### src/design/exact_integer_gemm_macros.svh
// Assertion macros shared by the matrix product block.
`ifndef EXACT_INTEGER_GEMM_MACROS_SVH
`define EXACT_INTEGER_GEMM_MACROS_SVH

`ifndef SYNTHESIS

// Checked on every rising edge outside reset.
`define EIG_ASSERT(label, clk, rst_n, prop, msg) \
    label: assert property (@(posedge clk) disable iff (!rst_n) prop) \
        else $error(msg);

// Checked on every rising edge, reset included.
`define EIG_ASSERT_ALWAYS(label, clk, prop, msg) \
    label: assert property (@(posedge clk) prop) \
        else $error(msg);

`else

`define EIG_ASSERT(label, clk, rst_n, prop, msg)

`define EIG_ASSERT_ALWAYS(label, clk, prop, msg)

`endif

`endif

### src/design/eigemm_pkg.sv
package eigemm_pkg;

    localparam int CFG_W  = 7;
    localparam int IDX_W  = 6;
    localparam int VAL_W  = 32;
    localparam int RVAL_W = 8;
    localparam int QDEPTH = 2;

    localparam logic [CFG_W-1:0] CFG_RESET = 7'd64;

    localparam logic STATUS_OK    = 1'b0;
    localparam logic STATUS_RANGE = 1'b1;

    typedef enum logic [1:0] {
        OP_LOAD_LEFT  = 2'd0,
        OP_LOAD_RIGHT = 2'd1,
        OP_COMPUTE    = 2'd2
    } op_t;

    typedef enum logic [1:0] {
        CFG_ROWS  = 2'd0,
        CFG_INNER = 2'd1,
        CFG_COLS  = 2'd2
    } cfg_reg_t;

    // Work kinds after classification; dropped loads never reach the queue.
    typedef enum logic [1:0] {
        KIND_LEFT  = 2'd0,
        KIND_RIGHT = 2'd1,
        KIND_DOT   = 2'd2,
        KIND_BAD   = 2'd3
    } kind_t;

    typedef struct packed {
        kind_t              kind;
        logic [IDX_W-1:0]   row;
        logic [IDX_W-1:0]   col;
        logic [VAL_W-1:0]   value;
    } cmd_t;

    typedef struct packed {
        logic [CFG_W-1:0] rows;
        logic [CFG_W-1:0] inner;
        logic [CFG_W-1:0] cols;
    } dims_t;

    typedef enum logic [1:0] {
        ST_IDLE  = 2'd0,
        ST_RUN   = 2'd1,
        ST_DRAIN = 2'd2,
        ST_DONE  = 2'd3
    } back_state_t;

endpackage

### src/design/eig_front.sv
module eig_front (
    input  logic                            clk,
    input  logic                            rst_n,
    input  eigemm_pkg::dims_t               dims,
    input  logic                            in_valid,
    output logic                            in_ready,
    input  logic [1:0]                      op,
    input  logic [eigemm_pkg::IDX_W-1:0]    row_index,
    input  logic [eigemm_pkg::IDX_W-1:0]    col_index,
    input  logic [eigemm_pkg::VAL_W-1:0]    element_value,
    output logic                            cmd_valid,
    input  logic                            cmd_ready,
    output eigemm_pkg::cmd_t                cmd
);
    import eigemm_pkg::*;

    cmd_t cmd_reg;
    cmd_t cmd_next;
    logic valid_reg;
    logic valid_next;
    cmd_t classified;
    logic keep;
    logic accept;
    logic row_in_rows;
    logic row_in_inner;
    logic col_in_inner;
    logic col_in_cols;

    assign row_in_rows  = ({1'b0, row_index} < dims.rows);
    assign row_in_inner = ({1'b0, row_index} < dims.inner);
    assign col_in_inner = ({1'b0, col_index} < dims.inner);
    assign col_in_cols  = ({1'b0, col_index} < dims.cols);

    always_comb
    begin
        classified.kind  = KIND_BAD;
        classified.row   = row_index;
        classified.col   = col_index;
        classified.value = element_value;
        keep             = 1'b0;
        unique case (op)
            OP_LOAD_LEFT:
            begin
                classified.kind = KIND_LEFT;
                keep            = row_in_rows && col_in_inner;
            end
            OP_LOAD_RIGHT:
            begin
                classified.kind = KIND_RIGHT;
                keep            = row_in_inner && col_in_cols;
            end
            OP_COMPUTE:
            begin
                // A request out of range still returns an item, with error status.
                classified.kind = (row_in_rows && col_in_cols) ? KIND_DOT : KIND_BAD;
                keep            = 1'b1;
            end
            default:
            begin
                keep = 1'b0;
            end
        endcase
    end

    assign in_ready  = !valid_reg || cmd_ready;
    assign accept    = in_valid && in_ready;
    assign cmd_valid = valid_reg;
    assign cmd       = cmd_reg;

    always_comb
    begin
        valid_next = valid_reg;
        cmd_next   = cmd_reg;
        if (accept)
        begin
            valid_next = keep;
            cmd_next   = classified;
        end
        else if (cmd_ready)
        begin
            valid_next = 1'b0;
        end
    end

    always_ff @(posedge clk or negedge rst_n)
    begin
        if (!rst_n)
        begin
            valid_reg <= 1'b0;
        end
        else
        begin
            valid_reg <= valid_next;
        end
    end

    always_ff @(posedge clk)
    begin
        cmd_reg <= cmd_next;
    end

endmodule

### config.mk
export PLATFORM = sky130hd
export DESIGN_NAME = eig_front
export DESIGN_NICKNAME = d
export VERILOG_FILES = /design/src/design/exact_integer_gemm_macros.svh /design/src/design/eigemm_pkg.sv /design/src/design/eig_front.sv
export SDC_FILE = /design/constraint.sdc
export NUM_CORES = 1
export LEC_CHECK = 0
export ABC_AREA = 1
export BUFFER_PORTS_ARGS = -buffer_cell sky130_fd_sc_hd__buf_2
export CAP_MARGIN = 15
export CORE_ASPECT_RATIO = 1.75
export CORE_UTILIZATION = 45
export CTS_BUF_LIST = sky130_fd_sc_hd__clkbuf_16
export DETAILED_ROUTE_END_ITERATION = 10
export PLACE_DENSITY = 0.92
export SLEW_MARGIN = 5
export SYNTH_ARGS = -nofsm -noshare
export SYNTH_HDL_FRONTEND = slang
export SYNTH_SLANG_ARGS = --single-unit
### constraint.sdc
create_clock -name clk -period 6.5 [get_ports clk]
set_clock_uncertainty 0.2 [all_clocks]
set_input_delay 0.65 -clock clk [delete_from_list [all_inputs] [get_ports clk]]
set_output_delay 0.65 -clock clk [all_outputs]
set_load 0.01 [all_outputs]
## Word level (Yosys, flattened, before mapping)

Cells that the tools add are included.

| cells by class | value |
|---|---|
| $lt $le $gt $ge | 4 |
| equality and inequality tests | 2 |
| muxes and demuxes | 5 |
| reduce and logical (&&, ||, !) cells | 8 |

Operators with widths:

| kind | number |
|---|---|
| 6-bit by 7-bit less-than comparator with 1-bit output | 4 |
| 2-bit case mux with 3 select lines | 1 |
| 1-bit logical AND | 4 |
| 1-bit two-way mux | 3 |
| 1-bit case mux with 3 select lines | 1 |
| 2-bit by 1-bit equality test with 1-bit output (second input constant) | 1 |
| 2-bit equality test (second input constant) | 1 |
| 2-bit zero test | 1 |
| 2-bit nonzero test | 1 |
| 1-bit zero test | 1 |
| 1-bit logical OR | 1 |

| storage, ports and cells | value |
|---|---|
| register bits after elaboration | 47 |
| output and inout bits | 48 |
| word-level logic and storage cells | 24 |

## Depth between registers and ports, before layout

Gate-level depths: netlist (run 1).

| depth | value |
|---|---|
| word-level depth | 4 |
| depth in mapped cells | 11 |
| gate-level depth less buffers | 11 |

## Worst setup path before layout (run 1)

Ideal clock, no wire load.

| timing | value |
|---|---|
| kind | input -> register |
| from | in in_valid |
| to | reg cmd_reg, in the netlist cmd[0], enable pin |
| data arrival time | 2.878 ns |
| data required time | 5.838 ns |
| setup slack | 2.960 ns |
| cell stages on the path | 1 |
| path through | a21boi_1 |

| on the way | value |
|---|---|
| longest elaborated chain between the ends | 1 |

Ends and longest elaborated chain:

| item | line | text |
|---|---|---|
| from (decl) | eig_front.sv:5 | `input logic in_valid,` |
| 1-bit logical AND | eig_front.sv:66 | `assign accept = in_valid && in_ready;` |
| to (signal assigned) | eig_front.sv:99 | `cmd_reg <= cmd_next;` |
| to (decl) | eig_front.sv:17 | `cmd_t cmd_reg;` |

Every way passes these cells.
A chain may end at the register's enable or synchronous reset.

## Final worst setup path (run 1)

| timing | value |
|---|---|
| from | in cmd_ready |
| to | out in_ready |

| on the way | value |
|---|---|
| longest elaborated chain between the ends | 1 |

Ends and longest elaborated chain:

| item | line | text |
|---|---|---|
| from (decl) | eig_front.sv:12 | `input logic cmd_ready,` |
| 1-bit logical OR | eig_front.sv:65 | `assign in_ready = !valid_reg \|\| cmd_ready;` |
| to (decl) | eig_front.sv:6 | `output logic in_ready,` |

Every way passes these cells.

==> metrics.md, run 1 <==
| Metric | Value |
|---|---|
| Status | complete, no violations |
| Non-Filler Instances | ~350 |
| Hold crit path type | input pin to register |
| Final RePlAce weighted congestion | 0.823 |
| Slew Limit Fails | 0 |
| Detailed Place HPWL | 3710 um |
| Avg Inst Size Synth | 12.2 um^2 |
| Period minus WS final | 1.95 ns |
| Synth top area share | about two thirds |
| Comb power frac | 12.9% |
| GRT Max-Usage Layer | met2 |
| Cell area power density | 269 nW/um^2 |
| Max VDD drop | 0.225 mV |
| # IOs | 119 |
| Die width | 53.2 um |
| Max cap viols | 0 |
| Max FO, Critical Path | 2 |
| Max reg flops | 46 |
| Tcrit/Tclk final | 29.9% |
| Clk sinks | 47 |
| Worst setup margin | 4.55 ns |
| Global Route Usage Sum | 20.7% |
| Synth warn | 0 |
| Routed wire length | 4760 um |
| First-pass GRT wire length | 7190 um |
| Max frequency | 514 MHz |
| Ant diodes | 0 |
| Port Buffer Count | 118 |
| Flop pwr share | between 40% and 50% |
| Syn Nets | 260 |
| DR vias/cell | 4.69 |
| Area of the core | 4400 um^2 |
| Fin. Hold Viols | 0 |
| Met1 Track Usage GR | 20.5% |
| Root Driver | clkbuf_16 |
| Clock share of power | 40.9% |
| Storage cell area | 1410 um^2 |
| Number of routed nets with antenna violations | 0 |
| Drt first-iter violations | 38 |
| Switching power | 0.167 mW |
| Synth Register Bits | 47 |
| Initial antenna violation count | 0 |
| Skew-Pair Late Insertion Delay | around 0.28 ns |
| Multi-input combinational cell area | 539 um^2 |
| Cell Area, Synth | 2070 um^2 |
| Largest area contributor in the netlist | edfxtp_1 |
| Reg2reg start | cmd_valid$_DFFE_PN0P_ |
| Pre-CTS setup slack | 4.41 ns |
| Final setup violation count | 0 |
| Worst path arrival time | 1.10 ns |
| Slew headroom | around two thirds |
| Sw Ratio | 21.2% |
| DIE AREA | 4880 um^2 |
| Drt pass-1 iters | 4 |
| CP Class | input pin to primary output |
| Post-CTS Repair Setup Buffers | 0 |
| Num CTS Buffers | 5 |
| M2 GR Usage | between 30% and 40% |
| Starting Density | 46.9% |
| Seq/Total Area, Yosys | 68.1% |
| RSZ-0062 raised after global routing | no |
| Util after Layout | 66.6% |
| Area growth from synthesis to layout | 42.0% |
| Grt total ovfl | 0 |
| Dpl cells | 338 |
| Total Negative Setup Slacks | 0 ns |
| Layout cell share with drive strength beyond 1 | 44.3% |
| Static Leakage | roughly 1.5 nW |
| Vias | about 1.6k |
| Hold wc startpoint | element_value[18] |
| Worst-Margin Slew | 0.507 ns |
| Critical path required time | approximately 5.7 ns |
| Internal | 0.621 mW |
| CTS tree | yes |
| Setup crit end kind | primary output |
| Rows | 32 |
| Pin count of the biggest net entering global routing | 42 |
| Clock Tree Buf Depth | 2 |
| Hold slack | 0.339 ns |
| Vias in the first global route | 1654 |
| Final nets | 386 |
| DRC Markers | 0 |
| Drt wl/cell | 13.7 um |
| Die Ht | 91.6 um |
| Critical path launch point type | input pin |
| Fill cell count | roughly 360 |
| H-Tree Depth | 2 |
| Area contributors post-synth | edfxtp_1 67%, ha_1 12%, nand2_1 8.4%, inv_1 5.6%, a21oi_1 1.9% |
| Clock transition at the registers of the reported paths | 0.06 ns |
| Cells after synthesis | 169 |
| M3 GR Usage | 2.65% |
| Count of cell types in the netlist | 14 |
| Setup crit start | cmd_ready |
## kinds of logic (layout without fill, tap and decap cells)
group                      Yosys count  in the layout  synth area share (%)
and+or+nand+nor                     56             56                  10.4
buffers and inverters               35            162                  6.36
AOI/OAI and AO/OA                   11             11                  3.03
DFF                                 47             47                  68.1
adders and majority gates           20             20                  12.1
## power groups by stage
| stage | logic, mW | clock network [mW] | registers [mW] |
|---|---|---|---|
| 3_3_place_gp | 0.0972 | 0 | 0.368 |
| 4_1_cts | 0.104 | 0.326 | 0.364 |
| 3_5_place_dp | 0.102 | 0 | 0.370 |
| 5_1_grt | 0.115 | 0.334 | 0.366 |
| 6_report | 0.102 | 0.322 | 0.364 |
| 2_1_floorplan | 0.0366 | 0 | 0.382 |
## timing repair
item	4_1_cts	5_1_grt
endpoints found under the hold margin	1	0
hold buffers	1	0
resized for setup	0	0
endpoints found under the setup margin	0	0
## synth_stat cells
library cell	count
nand2_1	46
clkbuf_1	1
inv_1	31
a21oi_2	1
a31oi_1	1
nor2_1	6
inv_2	3
a21boi_1	1
nor3_1	3
a21oi_1	8
nand3_1	1
ha_1	20
edfxtp_1	46
dfrtp_1	1
## final cells by class
class | instances | area share, %
inverters | 34 | 4.35
well taps | 51 | 2.17
repair buffers | 120 | 20.7
multi-input cells | 87 | 18.4
flip-flops and latches | 47 | 47.9
clock inverters | 3 | 2.17
clock buffers | 5 | 4.26
## worst max-delay path, stage by stage
cell	delay, ns
buf_2	0.09
inv_1	0.10
nand2_1	0.10
buf_2	0.15
## cell usage in the layout, fill, tap and decap left out, types with 2 or more instances in the layout
master,netlist,final
edfxtp_1,46,46
inv_1,31,32
buf_2,0,118
bufinv_16,0,2
ha_1,20,20
clkbuf_16,0,5
nor2_1,6,6
inv_2,3,3
nand2_1,46,46
nor3_1,3,3
a21oi_1,8,8
## layer usage
layer,part of all wire (%),vias up
li1,-,807
met1,34,744
met2,57,69
met3,6.4,7
met4,2.3,0
met5,0,-
## worst paths after layout
path                       slack (ns)                     to  depth (start not counted)
min in group asynchronous        0.47  cmd_valid$_DFFE_PN0P_                          2
setup reg to reg                 4.77      cmd[41]$_DFFE_PP_                          2
max in group asynchronous        5.53  cmd_valid$_DFFE_PN0P_                          2
hold reg to reg                  0.43  cmd_valid$_DFFE_PN0P_                          2
hold / removal                   0.34      cmd[18]$_DFFE_PP_                          1
setup / recovery                 4.55               in_ready                          4
## stage by stage
stage	instance area, um^2	total power [mW]
6_report	2930	0.788
5_1_grt	2930	0.815
4_1_cts	2930	0.793
3_5_place_dp	2740	0.472
3_3_place_gp	2740	0.466
2_1_floorplan	2070	0.419
Power figures use the tool's default switching activity.
==> run 2: changes to the inputs <==
- ABC_AREA: 1 -> 0
- CORE_UTILIZATION: 45 -> 39
- PLACE_DENSITY: 0.92 -> 0.86
- clock period: 6.5 -> 1.75 ns (I/O delays scaled with it)
==> metrics.md, run 2 <==
| Metric | Value |
|---|---|
| Status | complete, no violations |
| Global Route Usage Sum | 19.0% (-1.7 points) |
| Combinational family with the most area after synthesis | adder cells |
| Crit path max-delay family | buffers and inverters |
| Post-synthesis mux area share | 0% (unchanged) |
| Max frequency | between 500 and 600 MHz |
| Vias | 1665 (+2.3%) |
| GRT Max-Usage Layer | met2 |
| Vias in the first global route | 1664 (+0.60%) |
| Critical path buffer and inverter count | 2 (-1) |
| Period minus WS final | roughly 1.7 ns |
| Num CTS Buffers | 5 (unchanged) |
| Area contributors post-synth | edfxtp_1 70%, ha_1 13%, inv_1 2.9%, nand4_1 1.6%, a21oi_1 1.5% |
| Post-synth ARST share | 2.13% (unchanged) |
| Setup crit end kind | register |
| Final setup violation count | 0 (unchanged) |
| Critical path launch point type | input pin |
| RSZ-0062 raised after global routing | no |
| Area of the core | 4790 um^2 (+8.8%) |
| Critical path required time | 1.73 ns (-3.92 ns) |
| Fin. Hold Viols | 0 (unchanged) |
| DRC Markers | 0 (unchanged) |
| Final instance area | 3320 um^2 (+13%) |
| Compound-Gate Fraction of Synth Area | 6.09% (+3.1 points) |
| Max reg flops | 46 (unchanged) |
| # IOs | 119 (unchanged) |
| Switching power | 0.632 mW (+280%) |
| Dpl cells | 300 (-11%) |
| Hold crit path type | input pin to register |
| Final RePlAce weighted congestion | 0.849 (+3.1%) |
| Most instantiated library cell after synthesis | edfxtp_1 |
| Cell area power density | 872 nW/um^2 (+220%) |
| Clock transition at the registers of the reported paths | 0.06 ns (about the same) |
| CTS tree | yes |
| First-pass GRT wire length | 7590 um (+5.6%) |
| Tcrit/Tclk final | a little over nine tenths |
| Slew headroom | 80.7% (+14 points) |
| Max VDD drop | 0.921 mV (+310%) |
| Crit-path cells | dlygate4sd3_1, buf_2, nor2_1, a21oi_1, o31ai_2, nand4_1, a311oi_2 |
| Synth warn | 0 (unchanged) |
| Worst-Margin Slew | 0.288 ns (-0.219 ns) |
| Starting Density | 41.2% (-5.7 points) |
| Cell Area, Placed | 2660 um^2 (-2.7%) |
| Commonest non-fill, non-tap cell in the layout | buf_2 |
| Root Driver | clkbuf_16 |
| Port Buffer Count | 118 (unchanged) |
| Seq/Total Area, Yosys | 71.3% (+3.2 points) |
| Initial antenna violation count | 0 (unchanged) |
| Top_reg_cell synth | edfxtp_1 |
| List of most frequent post-synthesis cells | 46 x edfxtp_1, 20 x ha_1, 15 x inv_1 |
| DIE AREA | 5360 um^2 (+9.8%) |
| Routed wire length | 5070 um (+6.6%) |
| Drt pass-1 iters | 4 (unchanged) |
| Total Negative Setup Slacks | 0 ns (unchanged) |
| Avg Inst Size Synth | 15.4 um^2 (+26%) |
| Die Ht | 96.1 um (+4.8%) |
| Count of cell types in the netlist | 22 (+8) |
| H-Tree Depth | 2 (unchanged) |
| Largest area contributor in the netlist | edfxtp_1 |
| Slew Limit Fails | 0 (unchanged) |
| Area growth from synthesis to layout | 68.2% |
| Ant diodes | 0 (unchanged) |
| Synth Register Bits | 47 (unchanged) |
| M3 GR Usage | 2.69% (+0.035 points) |
| Util after Layout | 69.3% (+2.6 points) |
| Adder-cell area share of the yosys netlist | 12.7% (+0.58 points) |
| Die width | 55.8 um (+4.8%) |
| Met1 Track Usage GR | 20.1% (-0.42 points) |
| Sw Ratio | 21.8% (+0.66 points) |
| Final nets | 394 (+2.1%) |
| Cell Area, Synth | 1970 um^2 (-4.5%) |
| Pin count of the biggest net entering global routing | 38 (-9.5%) |
| Cells after synthesis | 128 (-24%) |
| Max cap viols | 0 (unchanged) |
| Number of routed nets with antenna violations | 0 (unchanged) |
| Comb power frac | 16.5% (+3.6 points) |
| Max incr delay on CP | 0.53 ns (+0.38 ns) |
| Static Leakage | 1.55 nW (+2.1%) |
| Synth top area share | 70.1% (+3.2 points) |
| Non-Filler Instances | 356 (+2.6%) |
| DR vias/cell | 4.68 (-0.25%) |
| Rows | 33 (+3.1%) |
| Clk sinks | 47 (unchanged) |
| Post-synth EDFFs | 46 (unchanged) |
| Skew-Pair Late Insertion Delay | 0.28 ns (about the same) |
| Post-synthesis simple-gate area fraction | 6.85% (-3.6 points) |
| CP Class | input pin to register |
| Syn Nets | 219 (-16%) |
| Layout cell share with drive strength beyond 1 | 43.4% (-0.84 points) |
| Clock Tree Buf Depth | 2 (unchanged) |
| Max FO, Critical Path | 3 (+1) |
| Post-Synth XOR/XNOR Area | 0% (unchanged) |
| CP max-delay cell | dlygate4sd3_1 |
| Drt first-iter violations | 20 (-47%) |
| Commonest cells after routing, fill and taps aside | 118 x buf_2, 48 x dlygate4sd3_1, 46 x edfxtp_1 |
| Detailed Place HPWL | 3520 um (-5.2%) |
| Worst path arrival time | 1.66 ns (+0.56 ns) |
| Internal | 2.26 mW (+260%) |
| Clock share of power | 36.5% (-4.4 points) |
| M2 GR Usage | 37.2% (-1.8 points) |
| Post-CTS Repair Setup Buffers | 0 (unchanged) |
| Flop pwr share | 47.0% (+0.8 points) |
| Grt total ovfl | 0 (unchanged) |
| Drt wl/cell | 14.3 um (+3.9%) |
[run 2: what timing repair did]
action | 4_1_cts | 5_1_grt
setup endpoints to repair | 0 | 2
endpoints found under the hold margin | 48 | 1
gates resized for setup | 0 | 3
hold buffers | 47 | 1
[run 2: logic make-up after synthesis]
| logic type | after synthesis |
|---|---|
| DFF | 47 |
| adders and majority gates | 20 |
| AOI/OAI and AO/OA | 19 |
| and+or+nand+nor | 26 |
| buffers and inverters | 16 |
[run 2: routing by layer]
metal / vias to the layer above / wire (um)
met5: - / 0
met4: 0 / 90
met3: 6 / 236
li1: 828 / -
met2: 75 / 2970
met1: 756 / 1780
[run 2: metrics by stage]
step / hold slack, ns / setup slack [ns] / total power, mW
3_5_place_dp: -0.248 / 0.0135 / 1.77
4_1_cts: 0.000572 / 0.0380 / 2.90
3_3_place_gp: -0.247 / 0.0495 / 1.76
6_report: 0.103 / 0.0729 / 2.89
2_1_floorplan: -0.321 / 0.149 / 1.56
5_1_grt: 0.126 / 0.00272 / 3.02
[run 2: worst reg2reg max path, delay by kind of cell, from the launching register on]
kind / cells / cell delay [ns]
flip-flops: 1 / 0.37
AND/OR/NAND/NOR: 2 / 0.25
buffers and inverters: 1 / 0.21
[run 2: path summary, 6_finish.rpt]
path                                            start               endpoint  slack (ns)  depth (start not counted)
worst max-delay path                     row_index[0]  cmd_valid$_DFFE_PN0P_        0.07                          7
worst min-delay path                         in_valid  cmd_valid$_DFFE_PN0P_        0.10                          3
worst max register to register  cmd_valid$_DFFE_PN0P_      cmd[40]$_DFFE_PP_        0.39                          3
worst min register to register  cmd_valid$_DFFE_PN0P_  cmd_valid$_DFFE_PN0P_        0.52                          3
max in group asynchronous                       rst_n  cmd_valid$_DFFE_PN0P_        0.72                          3
min in group asynchronous                       rst_n  cmd_valid$_DFFE_PN0P_        0.55                          3
[run 2: final cells by class]
type | count | area (um^2)
clock buffers | 5 | 125
clock inverters | 3 | 43.8
fillers | 342 | 1470
inverters | 15 | 56.3
multi-input cells | 65 | 514
flip-flops and latches | 47 | 1410
well taps | 52 | 65.1
repair buffers | 169 | 1110
[run 2: power groups by stage]
stage	registers, mW	clock network [mW]	logic, mW
final	1.36	1.06	0.478
after global routing	1.36	1.13	0.529
after CTS	1.36	1.07	0.474
after detailed placement	1.38	0	0.392
after global placement	1.38	0	0.379
after floorplan	1.43	0	0.128
