`src/design/exact_integer_gemm_macros.svh`:
```
// Assertion macros shared by the matrix product block.
`ifndef EXACT_INTEGER_GEMM_MACROS_SVH
`define EXACT_INTEGER_GEMM_MACROS_SVH

`ifndef SYNTHESIS

// Checked on every rising edge outside reset.
`define EIG_ASSERT(label, clk, rst_n, prop, msg) \
    label: assert property (@(posedge clk) disable iff (!rst_n) prop) \
        else $error(msg);

// Checked on every rising edge, reset included.
`define EIG_ASSERT_ALWAYS(label, clk, prop, msg) \
    label: assert property (@(posedge clk) prop) \
        else $error(msg);

`else

`define EIG_ASSERT(label, clk, rst_n, prop, msg)

`define EIG_ASSERT_ALWAYS(label, clk, prop, msg)

`endif

`endif

```
`src/design/eigemm_pkg.sv`:
```
package eigemm_pkg;

    localparam int CFG_W  = 7;
    localparam int IDX_W  = 6;
    localparam int VAL_W  = 32;
    localparam int RVAL_W = 8;
    localparam int QDEPTH = 2;

    localparam logic [CFG_W-1:0] CFG_RESET = 7'd64;

    localparam logic STATUS_OK    = 1'b0;
    localparam logic STATUS_RANGE = 1'b1;

    typedef enum logic [1:0] {
        OP_LOAD_LEFT  = 2'd0,
        OP_LOAD_RIGHT = 2'd1,
        OP_COMPUTE    = 2'd2
    } op_t;

    typedef enum logic [1:0] {
        CFG_ROWS  = 2'd0,
        CFG_INNER = 2'd1,
        CFG_COLS  = 2'd2
    } cfg_reg_t;

    // Work kinds after classification; dropped loads never reach the queue.
    typedef enum logic [1:0] {
        KIND_LEFT  = 2'd0,
        KIND_RIGHT = 2'd1,
        KIND_DOT   = 2'd2,
        KIND_BAD   = 2'd3
    } kind_t;

    typedef struct packed {
        kind_t              kind;
        logic [IDX_W-1:0]   row;
        logic [IDX_W-1:0]   col;
        logic [VAL_W-1:0]   value;
    } cmd_t;

    typedef struct packed {
        logic [CFG_W-1:0] rows;
        logic [CFG_W-1:0] inner;
        logic [CFG_W-1:0] cols;
    } dims_t;

    typedef enum logic [1:0] {
        ST_IDLE  = 2'd0,
        ST_RUN   = 2'd1,
        ST_DRAIN = 2'd2,
        ST_DONE  = 2'd3
    } back_state_t;

endpackage

```
`src/design/eig_queue.sv`:
```
`include "exact_integer_gemm_macros.svh"

module eig_queue (
    input  logic             clk,
    input  logic             rst_n,
    input  logic             push_valid,
    output logic             push_ready,
    input  eigemm_pkg::cmd_t push_data,
    output logic             pop_valid,
    input  logic             pop,
    output eigemm_pkg::cmd_t pop_data
);
    import eigemm_pkg::*;

    localparam int PW = (QDEPTH > 1) ? $clog2(QDEPTH) : 1;
    localparam int CW = $clog2(QDEPTH + 1);

    cmd_t          slots [QDEPTH];
    logic [PW-1:0] wr_ptr_reg;
    logic [PW-1:0] wr_ptr_next;
    logic [PW-1:0] rd_ptr_reg;
    logic [PW-1:0] rd_ptr_next;
    logic [CW-1:0] count_reg;
    logic [CW-1:0] count_next;
    logic          do_push;
    logic          do_pop;

    assign push_ready = (count_reg != CW'(QDEPTH));
    assign pop_valid  = (count_reg != '0);
    assign pop_data   = slots[rd_ptr_reg];
    assign do_push    = push_valid && push_ready;
    assign do_pop     = pop && pop_valid;

    always_comb
    begin
        wr_ptr_next = wr_ptr_reg;
        rd_ptr_next = rd_ptr_reg;
        count_next  = count_reg;
        if (do_push)
        begin
            wr_ptr_next = (wr_ptr_reg == PW'(QDEPTH - 1)) ? '0 : PW'(wr_ptr_reg + 1'b1);
        end
        if (do_pop)
        begin
            rd_ptr_next = (rd_ptr_reg == PW'(QDEPTH - 1)) ? '0 : PW'(rd_ptr_reg + 1'b1);
        end
        if (do_push && !do_pop)
        begin
            count_next = CW'(count_reg + 1'b1);
        end
        else if (do_pop && !do_push)
        begin
            count_next = CW'(count_reg - 1'b1);
        end
    end

    always_ff @(posedge clk or negedge rst_n)
    begin
        if (!rst_n)
        begin
            wr_ptr_reg <= '0;
            rd_ptr_reg <= '0;
            count_reg  <= '0;
        end
        else
        begin
            wr_ptr_reg <= wr_ptr_next;
            rd_ptr_reg <= rd_ptr_next;
            count_reg  <= count_next;
        end
    end

    always_ff @(posedge clk)
    begin
        if (do_push)
        begin
            slots[wr_ptr_reg] <= push_data;
        end
    end

    // The count is only defined once reset has been applied.
    `EIG_ASSERT_ALWAYS(a_count_bound, clk, (!rst_n || (count_reg <= CW'(QDEPTH))), "count overflow")
    `EIG_ASSERT(a_no_pop_empty, clk, rst_n, (pop && !pop_valid) |-> (count_next == count_reg), "empty pop")
    `EIG_ASSERT(a_count_step, clk, rst_n, (do_push && !do_pop) |=> (count_reg == CW'($past(count_reg) + 1'b1)), "count step")

endmodule

```
`config.mk`:
```
export PLATFORM = sky130hd
export DESIGN_NAME = eig_queue
export DESIGN_NICKNAME = d
export VERILOG_FILES = /design/src/design/eigemm_pkg.sv /design/src/design/eig_queue.sv
export VERILOG_INCLUDE_DIRS = /design/src /design/src/design
export SDC_FILE = /design/constraint.sdc
export NUM_CORES = 1
export LEC_CHECK = 0
export BUFFER_PORTS_ARGS = -buffer_cell sky130_fd_sc_hd__buf_4
export CORE_MARGIN = 1
export CORE_UTILIZATION = 45
export CTS_CLUSTER_DIAMETER = 80
export DETAILED_ROUTE_END_ITERATION = 7
export GPL_TIMING_DRIVEN = 0
export MAX_ROUTING_LAYER = met4
export PLACE_DENSITY_LB_ADDON = 0.15
export SLEW_MARGIN = 0
export SYNTH_ARGS = -nofsm -noshare
export SYNTH_HDL_FRONTEND = slang
export SYNTH_SLANG_ARGS = --single-unit
```
`constraint.sdc`:
```
create_clock -name clk -period 4.9 [get_ports clk]
set_input_delay 0.98 -clock clk [delete_from_list [all_inputs] [get_ports clk]]
set_output_delay 0.98 -clock clk [all_outputs]
set_load 0.005 [all_outputs]
```
======== Word level (Yosys, flattened, before mapping) ========
Memories as Yosys holds them, arrays and structs flattened.
Cells that the tools add are included.
storage, ports and cells
  register bits ........................... 4
  RAM bits ................................ 92
  bits of input ports ..................... 50
  output and inout port bits .............. 48
  logic and storage cells ................. 23
  memories kept ........................... 1
cells by class
  add/subtract/negate cells ............... 4
  eq/ne operators ......................... 1
  multiplexer cells ....................... 6
  reduce and logical (&&, ||, !) cells .... 8
memories
  name   depth  bits a word  rd ports  clocked after Yosys merged registers in  wr ports  RTL line         RTL
  slots  2      46           1         0                                        1         eig_queue.sv:18  cmd_t slots [QDEPTH];
operator list
  operator             count
  $logic_and 1x1->1    4
  $mux 1               4
  $mux 2               2
  $reduce_bool 2->1    2
  $add 1x1->1 const B  2
  $add 2x1->2 const B  1
  $logic_not 1->1      2
  $ne 2x2->1 const B   1
  $sub 2x1->2 const B  1

======== Depth between registers and ports, before layout ========
Gate-level depths: netlist of run 1.
  word-level depth ........................ 6
  gate-level depth with buffers ........... 7

======== Worst setup path before layout of run 1 ========
No wires, ideal clock.
  path kind ............................... input to register
  from .................................... input push_valid
  to ...................................... memory slots[0][0] in the netlist's numbering (enable)
  library setup time ...................... 450 ps
  data arrival time ....................... 3002 ps
  data required time ...................... 4450 ps
  setup slack ............................. 1449 ps
  stages .................................. 2
  path buffers ............................ 0
  cells stage by stage .................... nand2_1 nor2_1
on the way
  cells in the longest elaborated chain, start to end .. 3
ends and longest elaborated chain
  item                          RTL line         RTL
  start: declaration            eig_queue.sv:6   input logic push_valid,
  $logic_and 1x1->1             eig_queue.sv:31  assign do_push = push_valid && push_ready;
  $mux 1                        eig_queue.sv:75  if (do_push)
  $mux 1 (not written as such)  eig_queue.sv:77  slots[wr_ptr_reg] <= push_data;
  end: declaration              eig_queue.sv:18
No other way between the ends.

==> results of run 1 <==
[per-stage QoR]
| step | hold WS (ns) | utilization | power (mW) |
|---|---|---|---|
| after floorplan | 0.456 | - | 1.73 |
| after global placement | 0.476 | 0.578 | 2.13 |
| after detailed placement | 0.488 | 0.585 | 2.15 |
| after CTS | 0.402 | 0.609 | 2.63 |
| after global routing | 0.400 | 0.609 | 2.73 |
| final | 0.419 | 0.609 | 2.59 |
[logic make-up after synthesis]
logic type,share of synthesized area
flip-flops,0.787
multiplexers,0.173
AND/OR/NAND/NOR,0.00929
buffers and inverters,0.0148
XOR/XNOR,0.0120
adder cells (fa/ha/maj),0.00344
[power by group]
group / switching, mW / leakage [nW] / total, mW / internal (mW)
clock: 0.250 / 0.0848 / 0.480 / 0.230
combinational: 0.377 / 0.870 / 0.936 / 0.559
sequential: 0.0514 / 0.901 / 1.17 / 1.12
total: 0.678 / 1.86 / 2.59 / 1.91
[layout make-up]
cell class	instances	share of cell area
Clock buffer	9	0.0262
Clock inverter	6	0.0130
Multi-Input combinational cell	59	0.154
Sequential cell	96	0.606
Timing Repair Buffer	99	0.163
Tap cell	102	0.0270
Inverter	1	0.000794
Buffer	5	0.0106
[worst max path at each step]
stage / to / cells after the start
after detailed placement: slots[0][29] / 4
after global routing: pop_data[36] / 4
after global placement: slots[0][5] / 3
after CTS: pop_data[37] / 4
final: pop_data[37] / 4
after floorplan: slots[0][0] / 2
[routing by layer]
| layer | routed length (µm) | vias up | track usage |
|---|---|---|---|
| met5 | 0 | - | - |
| met2 | 2870 | 59 | 0.232 |
| li1 | - | 842 | - |
| met1 | 2280 | 868 | 0.163 |
| met4 | 130 | 0 | 0.0781 |
| met3 | 269 | 12 | 0.0332 |
[layout by cell type (no fill, tap or decap)]
| cell | n |
|---|---|
| buf_4 | 97 |
| edfxtp_1 | 92 |
| mux2_4 | 30 |
| mux2_2 | 16 |
| clkbuf_8 | 9 |
| buf_6 | 4 |
| dfrtp_1 | 4 |
| xnor2_1 | 3 |
| clkinvlp_4 | 3 |
| nand2_1 | 2 |
| xor2_1 | 2 |
| buf_12 | 2 |
| buf_2 | 1 |
| nand2b_1 | 1 |
| inv_1 | 1 |
| or2_1 | 1 |
| and3_2 | 1 |
| nor2_4 | 1 |
| nor2_1 | 1 |
| ha_1 | 1 |
| bufinv_16 | 1 |
| clkinv_2 | 1 |
| clkinv_1 | 1 |
[critical path, delay by kind of cell, from the launching register on]
family | cells | cell delay [ns]
buffers and inverters | 3 | 0.50
DFF | 1 | 0.36
muxes | 1 | 0.32
==> impl_metrics.env, run 1 <==
export IMPL_r2r_start="count_reg[0]"
export IMPL_grt_max_degree=28
export IMPL_fp_dieArea_mm2=0.00845
export IMPL_irDropWorstVdd_v=0.000267
export IMPL_cts_buffers_inserted=9
export IMPL_postSynthCellCount=161
export IMPL_place_ws_ns=2.53
export IMPL_multiInputGateArea_um2=729
export IMPL_seqCellArea_mm2=0.00286
export IMPL_fin_ws_ns=2.40
export IMPL_dpl_cell_area_mm2=0.00454
export IMPL_leakage_nw=1.86
export IMPL_grt_pass1_vias=1791
export IMPL_maxCapViolations=0
export IMPL_synthFlopType="edfxtp_1"
export IMPL_worst_slew_pin_slew_ns=0.696
export IMPL_cts_setup_buffers=0
export IMPL_htreeDepth=3
export IMPL_critPathMaxStageDelay_ns=0.36
export IMPL_largest_reg_flops=92
export IMPL_cp_data_arrival_time_ns=1.52
export IMPL_dp_cells=362
export IMPL_async_reset_ff_frac=0.0417
export IMPL_cts_sinks=96
export IMPL_vias_per_cell=4.72
export IMPL_crit_path_end_kind="output pin"
export IMPL_ys_ff_latch=96
export IMPL_rsz0062_at_grt="false"
export IMPL_chipHeight_um=91.9
export IMPL_syn_nets=212
export IMPL_maxSlewHeadroom=0.535
export IMPL_tns_ns=0
export IMPL_fin_crit_ns=2.50
export IMPL_port_buffers=97
export IMPL_drv_slew=0
export IMPL_via_count=1781
export IMPL_clock_path_buffers=2
export IMPL_synth_area_per_cell_um2=22.6
export IMPL_crit_top_cell="buf_6"
export IMPL_antenna_found_initial=0
export IMPL_grt_pass1_wl_mm=8.58
export IMPL_syn2layout_area_growth_pct=30.0
export IMPL_coreArea_mm2=0.00777
export IMPL_hpwl_mm=3.71
export IMPL_n_antenna_cell=0
export IMPL_synth_common_cells="edfxtp_1, mux2_4, mux2_2, buf_6, dfrtp_1"
export IMPL_synthesis_area_mm2=0.00364
export IMPL_first_pass_iters=4
export IMPL_finalNonFillerCells=377
export IMPL_yosysTopAreaCellShare=0.760
export IMPL_status="complete, no violations"
export IMPL_synth_edf_count=92
export IMPL_worstRegToRegCells=4
export IMPL_r2r_slack_ns=3.05
export IMPL_fp_dieW_um=91.9
export IMPL_ys_types=15
export IMPL_hold_violations=0
export IMPL_clock_skew_ns=0.00762
export IMPL_root_buffer="clkbuf_8"
export IMPL_ant_nets=0
export IMPL_crit_chain="buf_6 -> buf_6 -> mux2_4 -> buf_4"
export IMPL_cts_tree="done"
export IMPL_initial_core_util=0.468
export IMPL_clkTransAtPathRegs_ns=0.08
export IMPL_route_detailed_drc=0
export IMPL_cp_max_fo=10
export IMPL_nFillCells=608
export IMPL_place_congestion=0.718
export IMPL_hold_path_class="in2async"
export IMPL_p_per_area_mw_per_mm2=548
export IMPL_critPathKind="reg2out"
export IMPL_critPathLaunchType="register"
export IMPL_grt_usage=0.142
export IMPL_cts_resized=0
export IMPL_globalRouteOverflowTotal=0
export IMPL_layout_nets=322
export IMPL_routed_wl_mm=5.55
export IMPL_required_ns=3.92
export IMPL_worstReg2RegEnd="slots[0][34]"
export IMPL_synth_area_leader_cell="edfxtp_1"
export IMPL_synth_seq_area_share=0.787
export IMPL_setup_viol=0
export IMPL_drive_gt1_frac=0.604
export IMPL_initialDrtViolationCount=64
export IMPL_io_pins=98
export IMPL_ys_top_cells_by_area="edfxtp_1, mux2_4, mux2_2"
export IMPL_post_drt_wl_per_cell_um=14.7
export IMPL_clock_latency_ns=0.34
export IMPL_final_area_mm2=0.00473
export IMPL_row_count=32
export IMPL_startpoint="rd_ptr_reg"
export IMPL_min_period_over_period=0.510
export IMPL_hold_buffers=0
export IMPL_max_freq_mhz=400
export IMPL_yosys_warnings=0
export IMPL_synthMostInstantiatedCell="edfxtp_1"
export IMPL_crit_slowest_cell="dfrtp_1"
(Power assumes the default switching activity.)
==> inputs of run 2 (changes only) <==
==> constraint.sdc (replaced) <==
create_clock -name clk -period 2.4 [get_ports clk]
set_input_delay 0.48 -clock clk [delete_from_list [all_inputs] [get_ports clk]]
set_output_delay 0.48 -clock clk [all_outputs]
set_load 0.005 [all_outputs]
==> impl_metrics.env, run 2 (synthesized netlist as in run 1, its figures left out) <==
export IMPL_clock_path_buffers=2
export IMPL_required_ns=1.92
export IMPL_vias_per_cell=4.74
export IMPL_rsz0062_at_grt="false"
export IMPL_n_antenna_cell=0
export IMPL_row_count=32
export IMPL_hold_buffers=1
export IMPL_clkTransAtPathRegs_ns=0.09
export IMPL_post_route_util=0.614
export IMPL_cp_max_fo=10
export IMPL_worst_slew_pin_slew_ns=0.708
export IMPL_min_period_over_period=0.842
export IMPL_grt_pass1_wl_mm=9.11
export IMPL_cts_resized=0
export IMPL_cts_tree="done"
export IMPL_post_drt_wl_per_cell_um=15.1
export IMPL_coreArea_mm2=0.00777
export IMPL_initial_core_util=0.468
export IMPL_syn2layout_area_growth_pct=31.1
export IMPL_mostFrequentLayoutCell="buf_4"
export IMPL_worstHoldPathCells=1
export IMPL_fin_crit_ns=2.02
export IMPL_critPathKind="reg2out"
export IMPL_r2r_start="count_reg[0]"
export IMPL_max_freq_mhz=495
export IMPL_globalRouteOverflowTotal=0
export IMPL_leakage_nw=1.88
export IMPL_worstReg2RegEnd="slots[0][24]"
export IMPL_cts_buffers_inserted=9
export IMPL_via_count=1797
export IMPL_drive_gt1_frac=0.603
export IMPL_largest_reg_flops=92
export IMPL_initialDrtViolationCount=85
export IMPL_clock_latency_ns=0.35
export IMPL_min_to="slots[1][39]"
export IMPL_final_cell_mix="buf_4, edfxtp_1, mux2_4, mux2_2, clkbuf_8"
export IMPL_root_buffer="clkbuf_8"
export IMPL_globalRouteMet3Util=0.0415
export IMPL_worstRegToRegCells=4
export IMPL_layout_nets=323
export IMPL_hold_path_class="in2reg"
export IMPL_place_congestion=0.680
export IMPL_grtUsageMet2=0.248
export IMPL_hpwl_mm=3.81
export IMPL_status="complete, no violations"
export IMPL_first_pass_iters=4
export IMPL_irDropWorstVdd_v=0.000513
export IMPL_nFillCells=610
export IMPL_place_ws_ns=0.503
export IMPL_fin_ws_ns=0.379
export IMPL_fp_dieW_um=91.9
export IMPL_route_detailed_drc=0
export IMPL_cts_sinks=96
export IMPL_min_from="push_data[39]"
export IMPL_htreeDepth=3
export IMPL_tns_ns=0
export IMPL_grt_most_used_layer="met2"
export IMPL_routed_wl_mm=5.72
export IMPL_maxSlewHeadroom=0.527
export IMPL_crit_path_end_kind="output pin"
export IMPL_clock_skew_ns=0.0114
export IMPL_grt_max_degree=33
export IMPL_io_pins=98
export IMPL_antenna_found_initial=0
export IMPL_met1_usage=0.174
export IMPL_port_buffers=97
export IMPL_cp_data_arrival_time_ns=1.54
export IMPL_hold_violations=0
export IMPL_setup_viol=0
export IMPL_chipHeight_um=91.9
export IMPL_fp_dieArea_mm2=0.00845
export IMPL_grt_usage=0.153
export IMPL_cts_setup_buffers=0
export IMPL_p_per_area_mw_per_mm2=1140
export IMPL_r2r_slack_ns=0.53
export IMPL_drv_slew=0
export IMPL_hold_worst_slack_ns=0.303
export IMPL_grt_pass1_vias=1841
export IMPL_ant_nets=0
export IMPL_maxCapViolations=0
export IMPL_critPathLaunchType="register"
## run 2: changes by cell type in the layout (fill, tap and decap cells not counted)
cell | before | now
bufinv_16 | 1 | 2
clkinv_4 | 0 | 1
clkinvlp_4 | 3 | 1
dlygate4sd3_1 | 0 | 1
inv_6 | 0 | 1
## run 2: routing by layer
layer,up-vias,share of wire
met5,-,0
met4,0,0.019
met3,10,0.054
met2,60,0.53
met1,879,0.40
li1,848,-
## run 2: worst max-delay path: stages (launching register included)
cell     delay (ns)
dfrtp_1        0.36
buf_6          0.17
buf_6          0.20
mux2_4         0.32
buf_4          0.14
## run 2: worst max path at each step
stage          cells after the start           end  slack [ns]    startpoint
6_report                           4  pop_data[42]        0.38    rd_ptr_reg
3_5_place_dp                       4  slots[0][40]        0.50  count_reg[0]
4_1_cts                            4  pop_data[42]        0.35    rd_ptr_reg
3_3_place_gp                       3  slots[0][34]       -0.62  count_reg[0]
5_1_grt                            4   pop_data[5]        0.30    rd_ptr_reg
2_1_floorplan                      3   slots[0][0]        0.13  count_reg[0]
## run 2: through the flow
stage | total power, mW | cell area [µm²] | cells
2_1_floorplan | 3.53 | 3640 | 161
3_3_place_gp | 4.34 | 4500 | 360
3_5_place_dp | 4.39 | 4540 | 362
4_1_cts | 5.52 | 4770 | 379
5_1_grt | 5.72 | 4770 | 379
6_report | 5.44 | 4770 | 379
## run 2: area by class of cell
type	instances	area (µm²)	area share
repair buffers	100	778	0.163
clock buffers	9	124	0.0260
well taps	102	128	0.0268
multi-input cells	59	729	0.153
flip-flops and latches	96	2860	0.600
plain buffers	5	50.0	0.0105
clock inverters	7	93.8	0.0197
inverters	1	3.75	0.000787
## run 2: report_power, final
group          switching, mW  total [mW]  internal (mW)
clock network          0.540        1.13          0.587
registers              0.104        2.39           2.29
logic                  0.778        1.92           1.14
==> inputs of run 3 (changes only) <==
==> constraint.sdc (replaced) <==
create_clock -name clk -period 1.98 [get_ports clk]
set_input_delay 0.396 -clock clk [delete_from_list [all_inputs] [get_ports clk]]
set_output_delay 0.396 -clock clk [all_outputs]
set_load 0.005 [all_outputs]
==> impl_metrics.env, run 3 (synthesized netlist as in run 1, its figures left out) <==
export IMPL_route_detailed_drc=0
export IMPL_hold_violations=0
export IMPL_clock_path_buffers=2
export IMPL_worstHoldPathCells=1
export IMPL_drv_slew=0
export IMPL_required_ns=1.58
export IMPL_cts_sinks=96
export IMPL_chipHeight_um=91.9
export IMPL_initialDrtViolationCount=28
export IMPL_nFillCells=576
export IMPL_max_freq_mhz=524
export IMPL_critPathKind="reg2out"
export IMPL_switchingPower_mw=1.71
export IMPL_syn2layout_area_growth_pct=31.6
export IMPL_n_antenna_cell=0
export IMPL_port_buffers=97
export IMPL_root_buffer="clkbuf_8"
export IMPL_cts_buffers_inserted=9
export IMPL_cp_max_fo=10
export IMPL_fp_dieArea_mm2=0.00845
export IMPL_seqCellArea_mm2=0.00286
export IMPL_ant_nets=0
export IMPL_crit_slowest_cell="dfrtp_1"
export IMPL_cp_data_arrival_time_ns=1.51
export IMPL_initial_core_util=0.468
export IMPL_globalRouteOverflowTotal=0
export IMPL_critPathMaxStageDelay_ns=0.36
export IMPL_cts_tree="done"
export IMPL_clock_power_share=0.199
export IMPL_critPathLaunchType="register"
export IMPL_p_per_area_mw_per_mm2=1380
export IMPL_pwr_share_seq=0.441
export IMPL_grt_pass1_wl_mm=8.86
export IMPL_crit_chain="buf_6 -> buf_6 -> mux2_4 -> buf_4"
export IMPL_vias_per_cell=4.66
export IMPL_antenna_found_initial=0
export IMPL_layout_nets=328
export IMPL_dp_cells=360
export IMPL_coreArea_mm2=0.00777
export IMPL_post_route_util=0.616
export IMPL_p_sw_frac=0.258
export IMPL_clock_skew_ns=0.00520
export IMPL_fin_crit_ns=1.91
export IMPL_rsz0062_at_grt="true"
export IMPL_clock_latency_ns=0.35
export IMPL_status="complete, no violations"
export IMPL_first_pass_iters=4
export IMPL_final_cell_mix="buf_4, edfxtp_1, mux2_4, mux2_2, clkbuf_8"
export IMPL_maxCapViolations=0
export IMPL_largest_reg_flops=92
export IMPL_hpwl_mm=3.66
export IMPL_fp_dieW_um=91.9
export IMPL_min_period_over_period=0.963
export IMPL_grt_pass1_vias=1821
export IMPL_leakage_nw=1.90
export IMPL_maxSlewHeadroom=0.506
export IMPL_routed_wl_mm=5.76
export IMPL_mostFrequentLayoutCell="buf_4"
export IMPL_row_count=32
export IMPL_grt_usage=0.149
export IMPL_post_drt_wl_per_cell_um=15.0
export IMPL_multiInputGateArea_um2=744
export IMPL_crit_path_end_kind="output pin"
export IMPL_htreeDepth=3
export IMPL_grt_max_degree=47
export IMPL_via_count=1789
export IMPL_pwr_share_comb=0.360
export IMPL_irDropWorstVdd_v=0.00106
export IMPL_crit_top_cell="buf_6"
export IMPL_worst_slew_pin_slew_ns=0.739
export IMPL_io_pins=98
export IMPL_internal_power_mw=4.91
export IMPL_clkTransAtPathRegs_ns=0.09
export IMPL_place_congestion=0.647
export IMPL_worstRegToRegCells=3
export IMPL_drive_gt1_frac=0.606
export IMPL_setup_viol=0
export IMPL_finalNonFillerCells=384
export IMPL_hold_path_class="in2reg"
run 3: repair_timing:
item                                   in CTS  in global routing
cloned                                      1                  0
setup buffers                               0                  6
gates resized for setup                     1                  2
endpoints found under the hold margin       4                  0
setup endpoints to repair                  46                 76
hold buffers                                1                  0
run 3: layer usage:
layer	wire length, µm	global-route usage	part of all wire	vias up
met1	2300	0.161	0.40	869
met5	0	-	0	-
met2	3100	0.254	0.54	56
met4	84	0.0742	0.015	0
li1	-	-	-	856
met3	276	0.0398	0.048	8
run 3: per-stage QoR:
stage | hold WS (ns) | cell area (µm²) | power (mW) | setup slack, ns | setup TNS, ns
floorplan | 0.100 | 3650 | 4.27 | 0.206 | 0
finish | 0.228 | 4790 | 6.63 | 0.0725 | 0
global placement | 0.197 | 4500 | 5.25 | -0.233 | -10.65
detailed placement | 0.198 | 4500 | 5.27 | -0.240 | -10.92
global route | 0.199 | 4790 | 6.99 | -0.0206 | -0.245
CTS | 0.208 | 4730 | 6.63 | 0.0104 | 0
run 3: worst max-delay path, delay by kind of cell (launching register included):
family	cells	cell delay, ns
mux	1	0.32
flops	1	0.36
buf+inv	3	0.50
run 3: area by class of cell:
type,instances,area share
Timing Repair Buffer,104,0.164
Tap cell,102,0.0267
Buffer,5,0.0112
Multi-Input combinational cell,60,0.156
Clock inverter,6,0.0173
Clock buffer,10,0.0267
Inverter,1,0.000784
Sequential cell,96,0.598
run 3: path summary, 6_finish.rpt:
path / from / endpoint / slack [ns]
worst max-delay path: rd_ptr_reg / pop_data[40] / 0.07
worst min-delay path: push_data[29] / slots[0][29] / 0.23
worst max register to register: count_reg[0] / slots[0][35] / 0.15
worst min register to register: count_reg[1] / count_reg[1] / 0.50
max in group asynchronous: rst_n / count_reg[0] / 1.50
min in group asynchronous: rst_n / wr_ptr_reg / 0.37
run 3: power groups by stage:
stage / Combinational [mW] / Clock (mW) / Sequential, mW
6_report: 2.39 / 1.32 / 2.92
5_1_grt: 2.57 / 1.45 / 2.97
4_1_cts: 2.34 / 1.36 / 2.93
3_5_place_dp: 2.31 / 0 / 2.97
3_3_place_gp: 2.30 / 0 / 2.94
2_1_floorplan: 1.35 / 0 / 2.92
